### config.mk
export PLATFORM = sky130hd
export DESIGN_NAME = three_level_priority_queue_table_core
export DESIGN_NICKNAME = d
export VERILOG_FILES = /design/src/sv/tlpq_pkg.sv /design/src/sv/tlpq_ram.sv /design/src/sv/tlpq_ctrl.sv /design/src/sv/three_level_priority_queue_table_core.sv
export SDC_FILE = /design/constraint.sdc
export NUM_CORES = 2
export LEC_CHECK = 0
export BUFFER_PORTS_ARGS = -buffer_cell sky130_fd_sc_hd__buf_2
export CAP_MARGIN = 20
export CORE_ASPECT_RATIO = 0.5
export CORE_MARGIN = 3
export CORE_UTILIZATION = 55
export CTS_CLUSTER_DIAMETER = 150
export CTS_CLUSTER_SIZE = 8
export DETAILED_ROUTE_END_ITERATION = 6
export MAX_ROUTING_LAYER = met4
export PLACE_DENSITY = 0.71
export SETUP_SLACK_MARGIN = 0.2
export SKIP_LAST_GASP = 1
export SLEW_MARGIN = 5
export SYNTH_ARGS = -nofsm -noshare
export SYNTH_HDL_FRONTEND = slang
export SYNTH_SLANG_ARGS = --single-unit
### constraint.sdc
create_clock -name clk -period 11.9 [get_ports clk]
set_input_delay 0.595 -clock clk [delete_from_list [all_inputs] [get_ports clk]]
set_output_delay 0.595 -clock clk [all_outputs]
set_load 0.01 [all_outputs]
### src/sv/tlpq_pkg.sv
`timescale 1ns / 1ps
// Shared types and codes for the three-level priority queue table.
// No dependencies; used by tlpq_ctrl and the top level.
package tlpq_pkg;

    typedef enum logic [1:0] {
        REQ_ADD    = 2'd0,
        REQ_CALL   = 2'd1,
        REQ_FIND   = 2'd2,
        REQ_UPDATE = 2'd3
    } req_kind_t;

    typedef enum logic [2:0] {
        RSP_ADDED      = 3'd0,
        RSP_ENTRY      = 3'd1,
        RSP_EMPTY      = 3'd2,
        RSP_NOT_FOUND  = 3'd3,
        RSP_NO_CURRENT = 3'd4,
        RSP_FULL       = 3'd5
    } rsp_code_t;

    localparam logic [1:0] ST_WAITING    = 2'd0;
    localparam logic [1:0] ST_IN_SERVICE = 2'd1;
    localparam logic [1:0] ST_DONE       = 2'd2;

    localparam logic [1:0] PRI_EMERGENCY = 2'd1;
    localparam logic [1:0] PRI_ELDERLY   = 2'd2;
    localparam logic [1:0] PRI_GENERAL   = 2'd3;

    typedef enum logic [2:0] {
        S_IDLE,
        S_SCAN,
        S_PICK,
        S_UPD,
        S_SHIFT,
        S_RESP
    } state_t;

    typedef struct packed {
        logic [15:0] id;
        logic [1:0]  pri;
        logic [7:0]  service;
        logic [15:0] ticket;
        logic [15:0] arrival;
        logic [1:0]  status;
    } entry_t;

    typedef struct packed {
        logic [1:0]  req_type;
        logic [1:0]  priority_class;
        logic [15:0] patient_id;
        logic [7:0]  service_code;
        logic [15:0] ticket_number;
        logic [15:0] arrival_time;
        logic [1:0]  new_status;
    } req_t;

    typedef struct packed {
        logic [2:0] code;
        logic [5:0] index;
        entry_t     entry;
    } rsp_t;

endpackage

### src/sv/tlpq_ram.sv
`timescale 1ns / 1ps
// Generic simple dual-port RAM: one write port, one read port, registered read.
// No dependencies.
module tlpq_ram #(
    parameter int WIDTH = 8,
    parameter int DEPTH = 64
) (
    input  logic                                     clk,
    input  logic                                     we,
    input  logic [((DEPTH > 1) ? $clog2(DEPTH) : 1)-1:0] waddr,
    input  logic [WIDTH-1:0]                         wdata,
    input  logic [((DEPTH > 1) ? $clog2(DEPTH) : 1)-1:0] raddr,
    output logic [WIDTH-1:0]                         rdata
);
    logic [WIDTH-1:0] mem [DEPTH];

    always_ff @(posedge clk)
    begin
        if (we)
        begin
            mem[waddr] <= wdata;
        end
        rdata <= mem[raddr];
    end

endmodule

### src/sv/tlpq_ctrl.sv
`timescale 1ns / 1ps
// Request sequencer: adds, scans, picks, updates, compacts the RAM entry table.
// Depends on tlpq_pkg; drives one tlpq_ram instance through its ports.
module tlpq_ctrl #(
    parameter int TABLE_DEPTH = 64
) (
    input  logic                 clk,
    input  logic                 rst_n,
    input  logic                 req_valid,
    input  tlpq_pkg::req_t       req,
    output logic                 busy,
    output logic                 rsp_valid,
    input  logic                 rsp_ready,
    output tlpq_pkg::rsp_t       rsp,
    output logic                 ram_we,
    output logic [((TABLE_DEPTH > 1) ? $clog2(TABLE_DEPTH) : 1)-1:0] ram_waddr,
    output tlpq_pkg::entry_t     ram_wdata,
    output logic [((TABLE_DEPTH > 1) ? $clog2(TABLE_DEPTH) : 1)-1:0] ram_raddr,
    input  tlpq_pkg::entry_t     ram_rdata
);
    import tlpq_pkg::*;

    localparam int IDX_W = (TABLE_DEPTH > 1) ? $clog2(TABLE_DEPTH) : 1;
    localparam int CNT_W = $clog2(TABLE_DEPTH + 1);

    state_t             state_reg, state_next;
    req_t               req_reg, req_next;
    rsp_t               rsp_reg, rsp_next;
    logic [CNT_W-1:0]   cnt_reg, cnt_next;
    logic               cur_valid_reg, cur_valid_next;
    logic [IDX_W-1:0]   cur_idx_reg, cur_idx_next;
    logic [CNT_W-1:0]   addr_reg, addr_next;
    logic               pend_reg, pend_next;
    logic [IDX_W-1:0]   pend_idx_reg, pend_idx_next;
    logic               f2_valid_reg, f2_valid_next;
    logic [IDX_W-1:0]   f2_idx_reg, f2_idx_next;
    logic               f3_valid_reg, f3_valid_next;
    logic [IDX_W-1:0]   f3_idx_reg, f3_idx_next;
    logic [IDX_W-1:0]   shift_idx_reg, shift_idx_next;

    logic               issue;
    logic               hit;
    logic [CNT_W-1:0]   next_pos;
    logic [CNT_W:0]     after_next;
    entry_t             new_entry;
    entry_t             upd_entry;

    function automatic rsp_t entry_rsp(input rsp_code_t code, input logic [IDX_W-1:0] pos,
                                       input entry_t e);
        rsp_t r;
        r.code  = code;
        r.index = 6'(pos);
        r.entry = e;
        return r;
    endfunction

    function automatic rsp_t none_rsp(input rsp_code_t code);
        rsp_t r;
        r      = '0;
        r.code = code;
        return r;
    endfunction

    always_ff @(posedge clk or negedge rst_n)
    begin
        if (!rst_n)
        begin
            state_reg     <= S_IDLE;
            cnt_reg       <= '0;
            cur_valid_reg <= 1'b0;
            cur_idx_reg   <= '0;
            pend_reg      <= 1'b0;
            f2_valid_reg  <= 1'b0;
            f3_valid_reg  <= 1'b0;
        end
        else
        begin
            state_reg     <= state_next;
            cnt_reg       <= cnt_next;
            cur_valid_reg <= cur_valid_next;
            cur_idx_reg   <= cur_idx_next;
            pend_reg      <= pend_next;
            f2_valid_reg  <= f2_valid_next;
            f3_valid_reg  <= f3_valid_next;
        end
    end

    always_ff @(posedge clk)
    begin
        req_reg       <= req_next;
        rsp_reg       <= rsp_next;
        addr_reg      <= addr_next;
        pend_idx_reg  <= pend_idx_next;
        f2_idx_reg    <= f2_idx_next;
        f3_idx_reg    <= f3_idx_next;
        shift_idx_reg <= shift_idx_next;
    end

    always_comb
    begin
        state_next     = state_reg;
        req_next       = req_reg;
        rsp_next       = rsp_reg;
        cnt_next       = cnt_reg;
        cur_valid_next = cur_valid_reg;
        cur_idx_next   = cur_idx_reg;
        addr_next      = addr_reg;
        pend_next      = pend_reg;
        pend_idx_next  = pend_idx_reg;
        f2_valid_next  = f2_valid_reg;
        f2_idx_next    = f2_idx_reg;
        f3_valid_next  = f3_valid_reg;
        f3_idx_next    = f3_idx_reg;
        shift_idx_next = shift_idx_reg;

        busy      = (state_reg != S_IDLE);
        rsp_valid = 1'b0;
        ram_we    = 1'b0;
        ram_waddr = cnt_reg[IDX_W-1:0];
        ram_wdata = '0;
        ram_raddr = addr_reg[IDX_W-1:0];

        issue      = (addr_reg < cnt_reg);
        hit        = 1'b0;
        next_pos   = CNT_W'(cur_idx_reg) + CNT_W'(1);
        after_next = (CNT_W + 1)'(shift_idx_reg) + (CNT_W + 1)'(2);

        new_entry.id      = req.patient_id;
        new_entry.pri     = req.priority_class;
        new_entry.service = req.service_code;
        new_entry.ticket  = req.ticket_number;
        new_entry.arrival = req.arrival_time;
        new_entry.status  = ST_WAITING;

        upd_entry        = ram_rdata;
        upd_entry.status = req_reg.new_status;

        case (state_reg)
            S_IDLE:
            begin
                if (req_valid)
                begin
                    req_next = req;
                    case (req.req_type)
                        REQ_ADD:
                        begin
                            if (cnt_reg == CNT_W'(TABLE_DEPTH))
                            begin
                                rsp_next = none_rsp(RSP_FULL);
                            end
                            else
                            begin
                                ram_we    = 1'b1;
                                ram_waddr = cnt_reg[IDX_W-1:0];
                                ram_wdata = new_entry;
                                cnt_next  = cnt_reg + CNT_W'(1);
                                rsp_next  = entry_rsp(RSP_ADDED, cnt_reg[IDX_W-1:0], new_entry);
                            end
                            state_next = S_RESP;
                        end
                        REQ_CALL, REQ_FIND:
                        begin
                            addr_next     = '0;
                            pend_next     = 1'b0;
                            f2_valid_next = 1'b0;
                            f3_valid_next = 1'b0;
                            state_next    = S_SCAN;
                        end
                        default:
                        begin
                            if (!cur_valid_reg || (CNT_W'(cur_idx_reg) >= cnt_reg))
                            begin
                                rsp_next   = none_rsp(RSP_NO_CURRENT);
                                state_next = S_RESP;
                            end
                            else
                            begin
                                ram_raddr  = cur_idx_reg;
                                state_next = S_UPD;
                            end
                        end
                    endcase
                end
            end

            S_SCAN:
            begin
                // Examine the entry read last cycle.
                if (pend_reg)
                begin
                    if (req_reg.req_type == REQ_FIND)
                    begin
                        hit = (ram_rdata.id == req_reg.patient_id);
                    end
                    else if (ram_rdata.pri == PRI_EMERGENCY)
                    begin
                        hit = 1'b1;
                    end
                    else if (ram_rdata.pri == PRI_ELDERLY && !f2_valid_reg)
                    begin
                        f2_valid_next = 1'b1;
                        f2_idx_next   = pend_idx_reg;
                    end
                    else if (ram_rdata.pri == PRI_GENERAL && !f3_valid_reg)
                    begin
                        f3_valid_next = 1'b1;
                        f3_idx_next   = pend_idx_reg;
                    end
                end

                if (hit)
                begin
                    pend_next = 1'b0;
                    rsp_next  = entry_rsp(RSP_ENTRY, pend_idx_reg, ram_rdata);
                    if (req_reg.req_type == REQ_CALL)
                    begin
                        cur_valid_next = 1'b1;
                        cur_idx_next   = pend_idx_reg;
                    end
                    state_next = S_RESP;
                end
                else if (!issue)
                begin
                    pend_next = 1'b0;
                    if (req_reg.req_type == REQ_FIND)
                    begin
                        rsp_next   = none_rsp(RSP_NOT_FOUND);
                        state_next = S_RESP;
                    end
                    else if (f2_valid_next)
                    begin
                        ram_raddr     = f2_idx_next;
                        pend_idx_next = f2_idx_next;
                        state_next    = S_PICK;
                    end
                    else if (f3_valid_next)
                    begin
                        ram_raddr     = f3_idx_next;
                        pend_idx_next = f3_idx_next;
                        state_next    = S_PICK;
                    end
                    else
                    begin
                        cur_valid_next = 1'b0;
                        cur_idx_next   = '0;
                        rsp_next       = none_rsp(RSP_EMPTY);
                        state_next     = S_RESP;
                    end
                end
                else
                begin
                    addr_next     = addr_reg + CNT_W'(1);
                    pend_next     = 1'b1;
                    pend_idx_next = addr_reg[IDX_W-1:0];
                end
            end

            S_PICK:
            begin
                rsp_next       = entry_rsp(RSP_ENTRY, pend_idx_reg, ram_rdata);
                cur_valid_next = 1'b1;
                cur_idx_next   = pend_idx_reg;
                state_next     = S_RESP;
            end

            S_UPD:
            begin
                case (req_reg.new_status)
                    ST_WAITING, ST_IN_SERVICE:
                    begin
                        ram_we     = 1'b1;
                        ram_waddr  = cur_idx_reg;
                        ram_wdata  = upd_entry;
                        rsp_next   = entry_rsp(RSP_ENTRY, cur_idx_reg, upd_entry);
                        state_next = S_RESP;
                    end
                    ST_DONE:
                    begin
                        rsp_next       = entry_rsp(RSP_ENTRY, cur_idx_reg, upd_entry);
                        cur_valid_next = 1'b0;
                        cur_idx_next   = '0;
                        if (next_pos < cnt_reg)
                        begin
                            ram_raddr      = IDX_W'(next_pos);
                            shift_idx_next = cur_idx_reg;
                            state_next     = S_SHIFT;
                        end
                        else
                        begin
                            cnt_next   = cnt_reg - CNT_W'(1);
                            state_next = S_RESP;
                        end
                    end
                    default:
                    begin
                        rsp_next   = entry_rsp(RSP_ENTRY, cur_idx_reg, ram_rdata);
                        state_next = S_RESP;
                    end
                endcase
            end

            S_SHIFT:
            begin
                // Move the entry above down one slot, fetch the one after it.
                ram_we    = 1'b1;
                ram_waddr = shift_idx_reg;
                ram_wdata = ram_rdata;
                if (after_next < (CNT_W + 1)'(cnt_reg))
                begin
                    ram_raddr      = IDX_W'(after_next);
                    shift_idx_next = shift_idx_reg + IDX_W'(1);
                end
                else
                begin
                    cnt_next   = cnt_reg - CNT_W'(1);
                    state_next = S_RESP;
                end
            end

            S_RESP:
            begin
                rsp_valid = 1'b1;
                if (rsp_ready)
                begin
                    state_next = S_IDLE;
                end
            end

            default:
            begin
                state_next = S_IDLE;
            end
        endcase
    end

    assign rsp = rsp_reg;

endmodule

### src/sv/three_level_priority_queue_table_core.sv
`timescale 1ns / 1ps
// Top level of the three-level priority queue table: input capture, output register.
// Depends on tlpq_pkg, tlpq_ctrl and tlpq_ram.
//
//  channel | handshake             | payload
//  --------+-----------------------+--------------------------------------------------
//  in      | in_valid / in_stall   | req_type, priority_class, patient_id, service_code,
//          |                       | ticket_number, arrival_time, new_status
//  out     | out_valid / out_stall | resp_code, entry_index, out_id, out_priority,
//          |                       | out_service, out_ticket, out_arrival, out_status
//
// Add, full table and update without current need no scan; a status update writes the
// entry back; find scans the table, call-next scans it and may read the pick; done
// shifts any later entries down one slot. The entry RAM's single read port reads one
// entry a cycle in scans and shifts. Reset clears the state, the count and the current
// pointer; the RAM is never cleared. in_stall stays high until the result is handed to
// the output register, which holds it while out_stall is high and frees the sequencer.
module three_level_priority_queue_table_core #(
    parameter int TABLE_DEPTH = 64
) (
    input  logic        clk,
    input  logic        rst_n,
    input  logic        in_valid,
    output logic        in_stall,
    input  logic [1:0]  req_type,
    input  logic [1:0]  priority_class,
    input  logic [15:0] patient_id,
    input  logic [7:0]  service_code,
    input  logic [15:0] ticket_number,
    input  logic [15:0] arrival_time,
    input  logic [1:0]  new_status,
    output logic        out_valid,
    input  logic        out_stall,
    output logic [2:0]  resp_code,
    output logic [5:0]  entry_index,
    output logic [15:0] out_id,
    output logic [1:0]  out_priority,
    output logic [7:0]  out_service,
    output logic [15:0] out_ticket,
    output logic [15:0] out_arrival,
    output logic [1:0]  out_status
);
    import tlpq_pkg::*;

    localparam int IDX_W = (TABLE_DEPTH > 1) ? $clog2(TABLE_DEPTH) : 1;

    req_t             req;
    rsp_t             rsp;
    logic             busy;
    logic             rsp_valid;
    logic             rsp_ready;
    logic             ram_we;
    logic [IDX_W-1:0] ram_waddr;
    logic [IDX_W-1:0] ram_raddr;
    entry_t           ram_wdata;
    entry_t           ram_rdata;

    logic             out_valid_reg, out_valid_next;
    rsp_t             out_reg, out_next;

    // Bundle the input beat for the sequencer.
    assign req.req_type       = req_type;
    assign req.priority_class = priority_class;
    assign req.patient_id     = patient_id;
    assign req.service_code   = service_code;
    assign req.ticket_number  = ticket_number;
    assign req.arrival_time   = arrival_time;
    assign req.new_status     = new_status;

    // Accept only while the sequencer is idle.
    assign in_stall = busy;

    tlpq_ctrl #(
        .TABLE_DEPTH (TABLE_DEPTH)
    ) u_ctrl (
        .clk       (clk),
        .rst_n     (rst_n),
        .req_valid (in_valid),
        .req       (req),
        .busy      (busy),
        .rsp_valid (rsp_valid),
        .rsp_ready (rsp_ready),
        .rsp       (rsp),
        .ram_we    (ram_we),
        .ram_waddr (ram_waddr),
        .ram_wdata (ram_wdata),
        .ram_raddr (ram_raddr),
        .ram_rdata (ram_rdata)
    );

    tlpq_ram #(
        .WIDTH ($bits(entry_t)),
        .DEPTH (TABLE_DEPTH)
    ) u_entry_ram (
        .clk   (clk),
        .we    (ram_we),
        .waddr (ram_waddr),
        .wdata (ram_wdata),
        .raddr (ram_raddr),
        .rdata (ram_rdata)
    );

    // Output register: load when empty or draining this cycle, hold while stalled.
    assign rsp_ready = !out_valid_reg || !out_stall;

    always_comb
    begin
        out_valid_next = out_valid_reg;
        out_next       = out_reg;
        if (rsp_valid && rsp_ready)
        begin
            out_valid_next = 1'b1;
            out_next       = rsp;
        end
        else if (!out_stall)
        begin
            out_valid_next = 1'b0;
        end
    end

    always_ff @(posedge clk or negedge rst_n)
    begin
        if (!rst_n)
        begin
            out_valid_reg <= 1'b0;
        end
        else
        begin
            out_valid_reg <= out_valid_next;
        end
    end

    always_ff @(posedge clk)
    begin
        out_reg <= out_next;
    end

    assign out_valid    = out_valid_reg;
    assign resp_code    = out_reg.code;
    assign entry_index  = out_reg.index;
    assign out_id       = out_reg.entry.id;
    assign out_priority = out_reg.entry.pri;
    assign out_service  = out_reg.entry.service;
    assign out_ticket   = out_reg.entry.ticket;
    assign out_arrival  = out_reg.entry.arrival;
    assign out_status   = out_reg.entry.status;

endmodule
==> key figures <==
Clocking
  – H-tree depth: 6
  – CTS Sinks: 4110
  – Max clock buf depth: 4
  – Worst-Skew Late Latency: 0.94 ns
  – CTS Buf Count: 587
  – TritonCTS clock tree: built
  – Worst-path clk slew: 0.05 ns
  – Post-CTS Setup Bufs: 0
  – Root Buffer: clkbuf_16

Synth
  – Syn nets: 10400
  – Register area share after synthesis: 74.7%
  – Yosys reg bits: 4110
  – Post-synth ARST share: 0.511%
  – Ys Warns: 0
  – Synth unique cells: 79
  – Syn avg cell area: 16.0 sq um
  – Top FF cell, synth: edfxtp_1
  – Mapped Area: 164000 sq um
  – EDFF count, synth: 4029
  – Cells after synthesis: 10300

Status
  – Outcome: complete, but fails checks
  – Failing checks: design-rule violations

Global routing
  – Global-route wire length before repair: 722 mm
  – Largest net degree at the start of global routing: 159
  – Tot GR Track Use: 34.0%
  – Total gr overflow: 0
  – Initial antenna violation count: 27
  – Vias in the first global route: 97700

STA
  – Fmax: 137 MHz
  – Final period util: 61.5%
  – Slew HR: 16.5%
  – Final setup viols: 0
  – RSZ-0062 raised after global routing: no
  – Clock skew: 0.0580 ns
  – Setup TNS: 0 ns
  – Fin crit period: 7.32 ns
  – Max-slew violations: 0
  – Worst-Margin Slew: 1.25 ns
  – Hold Fails Final Rpt: 0

Worst setup path
  – CP arrival: 8.05 ns
  – CP max stage cell: dfrtp_1
  – CP Max Fanout: 135
  – CP peak stage delay: 0.78 ns
  – Worst Path Required: 12.64 ns
  – Startpoint types: flip-flop
  – Crit. End Element: flip-flop
  – R2R setup slack: 4.58 ns
  – Worst setup path category: reg2reg
  – Critical path buffers and inverters: 4
  – Top delay family on crit path: buffers and inverters
  – CP dominant cell by count: nand2_1
  – Cell chain of the critical path: inv_1, nand2_1, clkinv_1, nand2_1, or3_1, o2111a_4, nand3_4, buf_4, buf_12, mux2i_1, mux2_2, o22ai_1, o311ai_1, nand4_1

Routing
  – DR iter-0 viols: 17200
  – Vias: 103000
  – Post-Route WL: 516 mm
  – Drc violations: 1
  – Routed wire per std cell: 34.8 microns
  – DRT Pass-1 Iters: 7
  – Vias/cell: 6.98
  – Post-DRT Antenna Nets: 0

Die
  – FP Rows: 141
  – Num ports: 137
  – Die height: 392 microns
  – Initial Util: 55.4%
  – Core area: 296000 sq um
  – Die width: 779 microns
  – Die area: 306000 sq um

Worst hold path
  – Hold Crit Class: in2reg

Cells and area
  – Finished Layout Cells: 14800
  – Syn-to-layout area delta: 14.3%
  – Fill count: 20100
  – Largest register FFs: 3840
  – Layout Nets: 10700
  – Share of layout cells above drive strength 1: 14.0%

Placed design
  – Port bufs: 136
  – Gpl congestion: 0.876
  – Post-detail-place hpwl: 265 mm
  – Placed Instances: 13800

Flow run
  – # Max-Cap Violations: 0
## timing repair
| item | CTS | global route |
|---|---|---|
| hold buffers | 41 | 0 |
| hold endpoints to repair | 62 | 0 |
| gates resized for setup | 0 | 0 |
## path summary, 6_finish.rpt
check / start / to / depth (start not counted)
worst min register to register: u_ctrl.rsp[67] / resp_code[1] / 0
worst min-delay path: arrival_time[0] / u_ctrl.rsp[2] / 2
worst max register to register: u_ctrl.state_reg[2] / u_entry_ram.rdata[32] / 14
worst max-delay path: u_ctrl.state_reg[2] / u_entry_ram.rdata[32] / 14
max in group asynchronous: rst_n / u_ctrl.cnt_reg[6] / 2
min in group asynchronous: rst_n / out_valid / 2
## area by class of cell
cell class	count	area, sq um	area share, %
Multi-Input combinational cell	5347	38900	20.7
Timing Repair Buffer	491	4290	2.28
Tap cell	3932	4920	2.62
Clock buffer	867	16200	8.62
Antenna cell	9	22.5	0.0120
Inverter	37	139	0.0740
Sequential cell	4110	123000	65.4
Clock inverter	32	498	0.265
## synthesized netlist by cell type (all sizes together) (5+ instances only)
master | count | area (sq um)
nor2b | 12 | 75.1
nor4 | 5 | 31.3
a32oi | 5 | 43.8
xnor2 | 12 | 105
o31ai | 8 | 60.1
a21boi | 5 | 37.5
a311oi | 121 | 1070
a211o | 62 | 543
mux2i | 781 | 7820
and3 | 426 | 2670
o21ai | 45 | 229
a222oi | 6 | 60.1
nor3 | 10 | 55.1
o211ai | 122 | 916
o31a | 61 | 534
buf | 250 | 1270
nor2 | 196 | 738
dfrtp | 21 | 526
edfxtp | 4029 | 121000
a211oi | 844 | 6340
a21oi | 229 | 1150
a21o | 7 | 52.6
o311ai | 60 | 533
and4 | 120 | 1050
a2111oi | 60 | 671
nand3 | 156 | 781
and2 | 14 | 87.6
inv | 36 | 135
o22ai | 62 | 388
a311o | 120 | 1200
a31oi | 125 | 782
xor2 | 27 | 236
clkbuf | 546 | 2050
a221oi | 5 | 43.8
a22oi | 5 | 37.5
nand2b | 11 | 68.8
or3 | 7 | 43.8
ha | 36 | 450
a22o | 118 | 1030
dfxtp | 60 | 1200
mux2 | 248 | 2790
nand4 | 75 | 469
nand2 | 1047 | 3940
a221o | 65 | 651
## layer usage
| layer | global-route usage, % | wire (microns) |
|---|---|---|
| met1 | 47.9 | 198000 |
| met2 | 46.7 | 218000 |
| met3 | 10.3 | 77700 |
| met4 | 13.1 | 22700 |
| met5 | - | 0 |
## worst register-to-register path: stages (launching register included)
cell and delay (ns):
dfrtp_1 0.78, inv_1 0.26, nand2_1 0.48, clkinv_1 0.73, nand2_1 0.29, or3_1 0.32
o2111a_4 0.71, nand3_4 0.62, buf_4 0.69, buf_12 0.41, mux2i_1 0.77, mux2_2 0.19
o22ai_1 0.09, o311ai_1 0.62, nand4_1 0.17
## through the flow
step	hold slack (ns)	area, sq um	worst slack [ns]	utilization (%)
after global routing	0.0313	188000	4.33	63.4
after global placement	0.402	170000	4.91	57.3
after detailed placement	0.405	170000	4.90	57.4
final	0.0432	188000	4.58	63.4
after floorplan	0.299	164000	4.43	-
after CTS	0.00750	187000	4.85	63.1
## cell families after synthesis
group | Yosys count | synth area share, %
AO/OA/AOI/OAI | 2154 | 10.1
XOR/XNOR | 39 | 0.208
adder cells (fa/ha/maj) | 37 | 0.286
buffers and inverters | 833 | 2.11
flip-flops | 4110 | 74.7
multiplexers | 1029 | 6.46
AND/OR/NAND/NOR | 2088 | 6.13
## placed cells by master, fill, tap and decap left out, types with 122 or more instances in the layout
master     instances
mux2_2           248
and3_1           425
clkbuf_1         259
buf_2            136
nor2_1           124
buf_4            250
o211ai_1         122
a211oi_1         843
edfxtp_1        4029
clkbuf_16        608
mux2i_1          781
a21oi_1          228
nand2_1         1044
a31oi_1          125
nand3_1          151
Power is not shown: default switching activity piles up to over one toggle a cycle in this logic, so the estimate is an artifact.
